<file path="config.mk">
export PLATFORM = sky130hd
export DESIGN_NAME = present_gcm_authenticated_cipher_top
export DESIGN_NICKNAME = d
export VERILOG_FILES = /design/src/sv/pgac_pkg.sv /design/src/sv/pgac_front.sv /design/src/sv/pgac_back.sv /design/src/sv/present_gcm_authenticated_cipher_top.sv
export SDC_FILE = /design/constraint.sdc
export NUM_CORES = 2
export LEC_CHECK = 0
export BUFFER_PORTS_ARGS = -buffer_cell sky130_fd_sc_hd__buf_2
export CAP_MARGIN = 20
export CORE_ASPECT_RATIO = 1.75
export CORE_UTILIZATION = 56
export DETAILED_ROUTE_END_ITERATION = 6
export GPL_ROUTABILITY_DRIVEN = 0
export PLACE_DENSITY = 0.77
export SETUP_SLACK_MARGIN = 0.05
export SYNTH_ARGS = -nofsm -noshare
export SYNTH_HDL_FRONTEND = slang
export SYNTH_SLANG_ARGS = --single-unit
</file>
<file path="constraint.sdc">
create_clock -name clock -period 10.5 [get_ports clock]
set_input_delay 1.05 -clock clock [delete_from_list [all_inputs] [get_ports clock]]
set_output_delay 1.05 -clock clock [all_outputs]
set_load 0.01 [all_outputs]
</file>
<file path="src/sv/pgac_pkg.sv">
// package: shared types, constants and functions for the present gcm cipher
`timescale 1ns / 1ps
`default_nettype none
package pgac_pkg;

   localparam int Rounds = 31;

   localparam logic [1:0] KIND_AD     = 2'd0;
   localparam logic [1:0] KIND_DATA   = 2'd1;
   localparam logic [1:0] KIND_FINISH = 2'd2;
   localparam logic [1:0] KIND_NONE   = 2'd3;

   localparam logic [1:0] REG_KEY_UPPER = 2'd0;
   localparam logic [1:0] REG_KEY_LOWER = 2'd1;
   localparam logic [1:0] REG_NONCE     = 2'd2;
   localparam logic [1:0] REG_DECRYPT   = 2'd3;

   localparam logic [63:0] GF_FEEDBACK = 64'd15;

   typedef struct packed {
      logic [1:0]  kind;
      logic [63:0] block_in;
      logic [63:0] expected_tag;
      logic [31:0] nonce;
      logic        decrypt_mode;
   } cmd_type;

   function automatic logic [3:0] sbox(input logic [3:0] x);
      logic [3:0] y;
      case (x)
         4'h0: y = 4'hC;
         4'h1: y = 4'h5;
         4'h2: y = 4'h6;
         4'h3: y = 4'hB;
         4'h4: y = 4'h9;
         4'h5: y = 4'h0;
         4'h6: y = 4'hA;
         4'h7: y = 4'hD;
         4'h8: y = 4'h3;
         4'h9: y = 4'hE;
         4'hA: y = 4'hF;
         4'hB: y = 4'h8;
         4'hC: y = 4'h4;
         4'hD: y = 4'h7;
         4'hE: y = 4'h1;
         default: y = 4'h2;
      endcase
      return y;
   endfunction

   function automatic logic [63:0] round_fn(input logic [63:0] x);
      logic [63:0] s;
      logic [63:0] p;
      for (int n = 0; n < 16; n++) begin
         s[4*n +: 4] = sbox(x[4*n +: 4]);
      end
      p = '0;
      p[63] = s[63];
      for (int i = 0; i < 63; i++) begin
         p[(16 * i) % 63] = s[i];
      end
      return p;
   endfunction

endpackage
`default_nettype wire

</file>
<file path="src/sv/pgac_front.sv">
// front part: accepts items, drops the unused kind, queues commands
`timescale 1ns / 1ps
`default_nettype none
module pgac_front (
   input  wire                    clock,
   input  wire                    reset,
   input  wire                    req_push,
   output logic                   req_full,
   input  wire  [1:0]             req_kind,
   input  wire  [63:0]            req_block_in,
   input  wire  [63:0]            req_expected_tag,
   input  wire  [31:0]            nonce,
   input  wire                    decrypt_mode,
   output logic                   cmd_valid,
   output pgac_pkg::cmd_type      cmd_data,
   input  wire                    cmd_take
);
   import pgac_pkg::*;

   cmd_type    q_ff [2];
   logic [0:0] wr_ff, wr_in, rd_ff, rd_in;
   logic [1:0] cnt_ff, cnt_in;
   logic       push_ok, keep;

   assign req_full  = (cnt_ff == 2'd2);
   assign push_ok   = req_push && !req_full;
   assign keep      = push_ok && (req_kind != KIND_NONE);
   assign cmd_valid = (cnt_ff != 2'd0);
   assign cmd_data  = q_ff[rd_ff];

   always_comb begin
      wr_in  = keep ? wr_ff + 1'b1 : wr_ff;
      rd_in  = cmd_take ? rd_ff + 1'b1 : rd_ff;
      cnt_in = cnt_ff + {1'b0, keep} - {1'b0, cmd_take};
   end

   always_ff @(posedge clock) begin
      if (reset) begin
         wr_ff  <= '0;
         rd_ff  <= '0;
         cnt_ff <= '0;
      end else begin
         wr_ff  <= wr_in;
         rd_ff  <= rd_in;
         cnt_ff <= cnt_in;
      end
      if (keep) begin
         q_ff[wr_ff] <= '{kind: req_kind, block_in: req_block_in,
                          expected_tag: req_expected_tag, nonce: nonce,
                          decrypt_mode: decrypt_mode};
      end
   end
endmodule
`default_nettype wire

</file>
<file path="src/sv/pgac_back.sv">
// back part: cipher rounds, gf multiply and tag state, one command at a time
`timescale 1ns / 1ps
`default_nettype none
module pgac_back (
   input  wire                    clock,
   input  wire                    reset,
   input  wire  [63:0]            key_upper,
   input  wire  [15:0]            key_lower,
   input  wire                    key_written,
   input  wire                    cmd_valid,
   input  pgac_pkg::cmd_type      cmd_data,
   output logic                   cmd_take,
   output logic                   rsp_empty,
   input  wire                    rsp_pop,
   output logic [63:0]            rsp_block_out,
   output logic                   rsp_is_tag,
   output logic                   rsp_tag_match
);
   import pgac_pkg::*;

   typedef enum logic [6:0] {
      ST_IDLE  = 7'b0000001,
      ST_HKEY  = 7'b0000010,
      ST_START = 7'b0000100,
      ST_ENC   = 7'b0001000,
      ST_MUL   = 7'b0010000,
      ST_MUL2  = 7'b0100000,
      ST_OUT   = 7'b1000000
   } state_type;

   state_type   state_ff, state_in;
   cmd_type     cmd_ff, cmd_in;
   logic [4:0]  rnd_ff, rnd_in;
   logic [63:0] x_ff, x_in, ku_ff, ku_in;
   logic [15:0] kl_ff, kl_in;
   logic [63:0] hkey_ff, hkey_in, tag_ff, tag_in;
   logic        hready_ff, hready_in;
   logic [31:0] adn_ff, adn_in, dn_ff, dn_in;
   logic [63:0] a_ff, a_in, acc_ff, acc_in, res_ff, res_in;
   logic [5:0]  bit_ff, bit_in;
   logic        full_ff, full_in;
   logic [63:0] ob_ff, ob_in;
   logic        ot_ff, ot_in, om_ff, om_in;
   logic [63:0] nu, mix;
   logic [15:0] nl;
   logic [31:0] ctr;
   logic [63:0] lenblk;

   assign rsp_empty     = !full_ff;
   assign rsp_block_out = ob_ff;
   assign rsp_is_tag    = ot_ff;
   assign rsp_tag_match = om_ff;

   always_comb begin
      nu = {ku_ff[2:0], kl_ff, ku_ff[63:19]};
      nl = ku_ff[18:3];
      nu[63:60] = sbox(nu[63:60]);
      nl[15]  = nl[15] ^ rnd_ff[0];
      nu[3:0] = nu[3:0] ^ rnd_ff[4:1];
      ctr    = dn_ff + 32'd1;
      lenblk = {adn_ff[25:0], 6'd0, dn_ff[25:0], 6'd0};
      mix    = cmd_ff.decrypt_mode ? cmd_ff.block_in : res_ff;
   end

   always_comb begin
      state_in = state_ff; cmd_in = cmd_ff; rnd_in = rnd_ff;
      x_in = x_ff; ku_in = ku_ff; kl_in = kl_ff;
      hkey_in = hkey_ff; hready_in = hready_ff && !key_written; tag_in = tag_ff;
      adn_in = adn_ff; dn_in = dn_ff; a_in = a_ff; acc_in = acc_ff;
      res_in = res_ff; bit_in = bit_ff;
      full_in = full_ff && !rsp_pop;
      ob_in = ob_ff; ot_in = ot_ff; om_in = om_ff;
      cmd_take = 1'b0;
      case (state_ff)
         ST_IDLE: begin
            if (cmd_valid) begin
               cmd_take = 1'b1;
               cmd_in   = cmd_data;
               ku_in    = key_upper;
               kl_in    = key_lower;
               rnd_in   = 5'd1;
               x_in     = '0;
               state_in = hready_in ? ST_START : ST_HKEY;
            end
         end
         ST_HKEY, ST_ENC: begin
            x_in  = round_fn(x_ff ^ ku_ff);
            ku_in = nu;
            kl_in = nl;
            rnd_in = rnd_ff + 5'd1;
            if (rnd_ff == 5'(Rounds)) begin
               if (state_ff == ST_HKEY) begin
                  hkey_in   = round_fn(x_ff ^ ku_ff) ^ nu;
                  hready_in = 1'b1;
                  state_in  = ST_START;
               end else begin
                  res_in = cmd_ff.block_in ^ round_fn(x_ff ^ ku_ff) ^ nu;
                  rnd_in = 5'd1;
                  state_in = ST_MUL;
               end
            end
         end
         ST_START: begin
            acc_in = '0;
            bit_in = '0;
            ku_in  = key_upper;
            kl_in  = key_lower;
            rnd_in = 5'd1;
            case (cmd_ff.kind)
               KIND_AD: begin
                  a_in = tag_ff ^ cmd_ff.block_in;
                  adn_in = adn_ff + 32'd1;
                  state_in = ST_MUL;
               end
               KIND_DATA: begin
                  x_in = {cmd_ff.nonce, ctr};
                  state_in = ST_ENC;
               end
               default: begin
                  a_in = tag_ff ^ lenblk;
                  state_in = ST_MUL;
               end
            endcase
         end
         ST_MUL, ST_MUL2: begin
            if (cmd_ff.kind == KIND_DATA && bit_ff == 6'd0 && state_ff == ST_MUL
                && rnd_ff != 5'd0) begin
               a_in = tag_ff ^ mix;
               rnd_in = 5'd0;
            end else begin
               if (hkey_ff[bit_ff]) acc_in = acc_ff ^ a_ff;
               a_in = {a_ff[62:0], 1'b0} ^ (a_ff[63] ? GF_FEEDBACK : 64'd0);
               bit_in = bit_ff + 6'd1;
               if (bit_ff == 6'd63) begin
                  if (state_ff == ST_MUL && cmd_ff.kind == KIND_FINISH) begin
                     a_in = acc_in ^ {cmd_ff.nonce, 32'd0};
                     acc_in = '0;
                     state_in = ST_MUL2;
                  end else begin
                     tag_in = acc_in;
                     state_in = ST_OUT;
                  end
               end
            end
         end
         default: begin
            if (cmd_ff.kind == KIND_AD) begin
               state_in = ST_IDLE;
            end else if (!full_ff || rsp_pop) begin
               full_in = 1'b1;
               if (cmd_ff.kind == KIND_DATA) begin
                  ob_in = res_ff; ot_in = 1'b0; om_in = 1'b0;
                  dn_in = dn_ff + 32'd1;
               end else begin
                  ob_in = tag_ff; ot_in = 1'b1;
                  om_in = cmd_ff.decrypt_mode && (tag_ff == cmd_ff.expected_tag);
                  tag_in = '0; adn_in = '0; dn_in = '0;
               end
               state_in = ST_IDLE;
            end
         end
      endcase
   end

   always_ff @(posedge clock) begin
      if (reset) begin
         state_ff  <= ST_IDLE;
         hready_ff <= 1'b0;
         hkey_ff   <= '0;
         tag_ff    <= '0;
         adn_ff    <= '0;
         dn_ff     <= '0;
         full_ff   <= 1'b0;
      end else begin
         state_ff  <= state_in;
         hready_ff <= hready_in;
         hkey_ff   <= hkey_in;
         tag_ff    <= tag_in;
         adn_ff    <= adn_in;
         dn_ff     <= dn_in;
         full_ff   <= full_in;
      end
      cmd_ff <= cmd_in; rnd_ff <= rnd_in; x_ff <= x_in; ku_ff <= ku_in;
      kl_ff <= kl_in; a_ff <= a_in; acc_ff <= acc_in; res_ff <= res_in;
      bit_ff <= bit_in; ob_ff <= ob_in; ot_ff <= ot_in; om_ff <= om_in;
   end
endmodule
`default_nettype wire

</file>
<file path="src/sv/present_gcm_authenticated_cipher_top.sv">
// top level: registers, front queue and back engine
//
// channel  direction  handshake          payload
// req      in         req_push/req_full  req_kind, req_block_in, req_expected_tag
// rsp      out        rsp_pop/rsp_empty  rsp_block_out, rsp_is_tag, rsp_tag_match
// csr      in         csr_valid/ready    csr_index, csr_data
//
// payload items run 31 cipher rounds, one per cycle, and every item runs a
// 64-step multiply, one bit per cycle; a finish item runs the multiply twice.
// the first item after reset or a key write also runs the rounds for the hash key.
// synchronous reset clears control and tag state; a two-entry queue and an
// output register let input and output stall independently.
`timescale 1ns / 1ps
`default_nettype none
module present_gcm_authenticated_cipher_top (
   input  wire         clock,
   input  wire         reset,
   input  wire         req_push,
   output logic        req_full,
   input  wire  [1:0]  req_kind,
   input  wire  [63:0] req_block_in,
   input  wire  [63:0] req_expected_tag,
   output logic        rsp_empty,
   input  wire         rsp_pop,
   output logic [63:0] rsp_block_out,
   output logic        rsp_is_tag,
   output logic        rsp_tag_match,
   input  wire         csr_valid,
   output logic        csr_ready,
   input  wire  [1:0]  csr_index,
   input  wire  [63:0] csr_data
);
   import pgac_pkg::*;

   logic [63:0] ku_ff;
   logic [15:0] kl_ff;
   logic [31:0] nonce_ff;
   logic        dec_ff, kw;
   logic        cmd_valid, cmd_take;
   cmd_type     cmd_data;

   assign csr_ready = 1'b1;
   assign kw = csr_valid && (csr_index == REG_KEY_UPPER || csr_index == REG_KEY_LOWER);

   always_ff @(posedge clock) begin
      if (reset) begin
         ku_ff <= '0; kl_ff <= '0; nonce_ff <= '0; dec_ff <= 1'b0;
      end else if (csr_valid) begin
         case (csr_index)
            REG_KEY_UPPER: ku_ff    <= csr_data;
            REG_KEY_LOWER: kl_ff    <= csr_data[15:0];
            REG_NONCE:     nonce_ff <= csr_data[31:0];
            default:       dec_ff   <= csr_data[0];
         endcase
      end
   end

   pgac_front u_front (
      .clock, .reset, .req_push, .req_full, .req_kind, .req_block_in,
      .req_expected_tag, .nonce(nonce_ff), .decrypt_mode(dec_ff),
      .cmd_valid, .cmd_data, .cmd_take
   );

   pgac_back u_back (
      .clock, .reset, .key_upper(ku_ff), .key_lower(kl_ff), .key_written(kw),
      .cmd_valid, .cmd_data, .cmd_take, .rsp_empty, .rsp_pop,
      .rsp_block_out, .rsp_is_tag, .rsp_tag_match
   );
endmodule
`default_nettype wire
</file>
==> results.md <==
* Antenna fix cells at 0
* Final WL at 160 mm
* Avg WL per Cell at 25.9 um
* Site Rows at 152
* Max stage delay on crit path at 0.75 ns
* Maximum vdd drop at 0.262 mV
* Switch share at 40.7%
* HP Class: reg -> reg
* DRC Markers at 0
* Static Leak at 0.0221 uW
* Least-Margin Pin Slew at 1.16 ns
* CTS Buf Count at 106
* Worst path cell trace: xnor2_1, or3_4, buf_4, o21ai_1, mux2i_1, inv_1, ha_1, mux2_1, mux2i_1
* Worst endpoint required time at 11.17 ns
* Share of layout cells above drive strength 1 at 15.9%
* Initial Utilization at 56.5%
* Sw Pwr at 7940 uW
* Synth-to-Final Area Change at 11.0%
* Crit path DAT at 4.53 ns
* Post-synth ARST share at 0%
* Post-CTS setup repair buffer count at 0
* Vias per cell at 6.09
* Fin nets at 5051
* F_max at 0.259 GHz
* CTS tree: yes
* P_int at 11600 uW
* Tcrit/Tclk final at 36.8%
* Crit Path Class: reg -> reg
* Relative slew slack at 22.2%
* Final setup skew at 0.0567 ns
* Clock latency on the worst-skew pair at 0.75 ns
* Post_cts resized at 0
* Synthesis-stage register bit count at 1218
* Comb power frac at 40.7%
* Unrepaired setup endpoints after global routing: false
* Seq pwr share at 38.1%
* GRT overflow at 0
* Num ports at 270
* CP max-delay cell: buf_4
* Routed Antenna Nets at 0
* Final hold violations at 0
* Die Wd at 240 um
* Hold-fix buffers, CTS at 0
* Bufs on Longest Clock Path at 3
* CTS clk-pin slew, worst paths at 0.07 ns
* Clk network pwr share at 21.2%
* Pwr Total at 19500 uW
* Distinct cells, synth at 74
* Most used DFF post-synth: edfxtp_1
* Pin count of the biggest net entering global routing at 98
* Max-slew violations at 0
* Crit start category: flop
* Gate Count Post-Synth at 4614
* Avg Cell Area, Syn at 12.0 um2
* Overall routing resource usage at 32.0%
* Netlist Area Pre-Place at 0.0553 mm2
* Synthesized net count at 4909
* Vias in the first global route at 36584
* DR pass1 iterations at 6
* First-pass GRT wire length at 234 mm
* Final min period at 3.86 ns
* TNS Setup at 0 ns
* Sink Count at 1218
* EDFF count, synth at 902
* Antenna violations before repair at 3
* Top fanout value on the critical path at 77
* Most frequent CP cell: mux2i_1
* Status: completed
* Die area at 0.100 mm2
* PwrDens at 318 mW/mm2
* Half-perimeter wire length after placement at 112 mm
* Post-synthesis sequential area ratio at 60.4%
* Die Y at 418 um
* Final setup fails at 0
* Port bufs at 268
* Clock Root Buffer: clkbuf_16
* CTS H-Tree Depth at 3
* Max cap viols at 0
* Crit end category: flop
* Core box area at 0.0979 mm2
* Iteration-0 DRC Markers at 3987
* Vias at 37471
* Yosys Warn Count at 0
## cell type report
type	count	area [um2]
Multi-Input combinational cell	3023	20600
Inverter	84	318
Clock inverter	61	694
Clock buffer	139	2960
Tap cell	1309	1640
Fill cell	7489	36500
Sequential cell	1218	33400
Timing Repair Buffer	323	1790
## cells in the final DEF (no fill, tap or decap), types with 14 or more instances in the layout
master / instances
dfxtp_1: 315
clkinv_2: 14
mux2i_1: 157
buf_2: 267
a222oi_1: 26
mux4_2: 41
a211oi_1: 19
ha_1: 94
mux2_2: 176
nor3_1: 46
a22o_1: 16
o22ai_1: 37
a21boi_0: 18
nand2_1: 827
xnor2_1: 332
clkbuf_16: 110
a22oi_1: 28
nor4_1: 17
nor2_1: 235
o2bb2ai_1: 64
buf_4: 53
xor2_1: 225
nor3b_1: 31
edfxtp_1: 902
nand4_1: 19
o21ai_0: 136
a21oi_1: 231
clkbuf_1: 17
inv_1: 81
nand3_1: 31
a31oi_1: 33
and3_1: 21
## registers in the layout (all words and copies together) (netlist names), 6 cells and up
signal,cells
u_front.q_ff,326
u_back.cmd_ff,163
ku_ff,64
u_back.a_ff,64
u_back.acc_ff,64
u_back.hkey_ff,64
u_back.ku_ff,64
u_back.res_ff,64
u_back.rsp_block_out,64
u_back.tag_ff,64
u_back.x_ff,64
nonce_ff,32
u_back.dn_ff,32
u_back.adn_ff,26
kl_ff,16
u_back.kl_ff,16
u_back.state_ff,7
u_back.bit_ff,6
## metal layers
layer | vias up | part of all wire [%] | wire [um] | global-route usage (%)
met5 | - | 0.025 | 40 | 0
met4 | 6 | 9.9 | 15800 | 26.9
met3 | 489 | 8.7 | 13900 | 5.78
met2 | 1985 | 47 | 74700 | 50.9
met1 | 18362 | 35 | 55200 | 37.6
li1 | 16629 | - | - | -
## power groups by stage
stage	registers [uW]	logic, uW	clock network [uW]
floorplan	7280	4900	0
global placement	7480	7570	0
detailed placement	7500	7720	0
CTS	7400	7760	4160
global route	7470	8290	4330
finish	7440	7950	4130
## worst max-delay path: cells and delay by family, from the launching register on
kind / cells / cell delay [ns]
buf+inv: 2 / 0.91
mux: 3 / 0.86
simple gates: 1 / 0.64
flops: 1 / 0.63
fa+ha+maj: 1 / 0.26
xor+xnor: 1 / 0.25
compound gates: 1 / 0.19
## worst paths after layout
check / from / endpoint / slack [ns] / cells after the start
hold reg to reg: nonce_ff[29]$_SDFFE_PP0P_ / u_front.q_ff[0][30]$_DFFE_PP_ / 0.44 / 0
setup / recovery: u_back.state_ff[3]$_SDFFE_PP0P_ / u_back.nu[61]$_DFF_P_ / 6.64 / 9
setup reg to reg: u_back.state_ff[3]$_SDFFE_PP0P_ / u_back.nu[61]$_DFF_P_ / 6.64 / 9
hold / removal: nonce_ff[29]$_SDFFE_PP0P_ / u_front.q_ff[0][30]$_DFFE_PP_ / 0.44 / 0
## synth_stat cells, types with 11 or more instances
master       n  area share, %
nor3_1      47           0.43
clkbuf_1   244            1.7
edfxtp_1   902             49
mux4_2      41            1.7
buf_1       17           0.12
mux2_2     176            3.6
nand3_1     35           0.32
ha_1        94            2.1
a22o_1      16           0.25
o22ai_1     37           0.42
or3_1       11           0.12
a22oi_1     28           0.38
nor3b_1     31           0.42
a21oi_1    233            2.1
nand2_1    829            5.6
a222oi_1    26           0.47
o21ai_0    136            1.2
mux2i_1    157            2.8
o2bb2ai_1   64            1.0
xnor2_1    332            5.3
nand4_1     19           0.21
nor2_1     242            1.6
inv_1       83           0.56
dfxtp_1    316             11
xor2_1     225            3.6
buf_2       24           0.22
and3_1      22           0.25
a31oi_1     33           0.37
a211oi_1    19           0.26
a21boi_0    19           0.26
nor4_1      18           0.20
nand3b_1    11           0.15
## per-stage QoR
stage               hold slack, ns  area, um2  setup slack, ns  util [%]  cells
floorplan                    0.425      55300            0.544         -   4614
finish                       0.437      61500             6.64      62.7   6157
global route                 0.469      61500             6.30      62.7   6157
global placement             0.430      57800             6.75      59.0   5955
CTS                          0.453      61400             6.70      62.7   6155
detailed placement           0.438      57800             6.72      59.0   5955
## cells by family (layout without fill, tap and decap cells)
| group | after synthesis | count (layout) | share of synthesized area (%) |
|---|---|---|---|
| multiplexers | 377 | 377 | 8.19 |
| AND/OR/NAND/NOR | 1322 | 1322 | 10.2 |
| flip-flops | 1218 | 1218 | 60.4 |
| adder cells (fa/ha/maj) | 94 | 94 | 2.13 |
| AO/OA/AOI/OAI | 672 | 672 | 7.68 |
| buffers and inverters | 373 | 607 | 2.62 |
| XOR/XNOR | 557 | 557 | 8.81 |
| other | 1 | 1 | 0.00678 |
No activity file was read; power rests on OpenSTA's default activity.
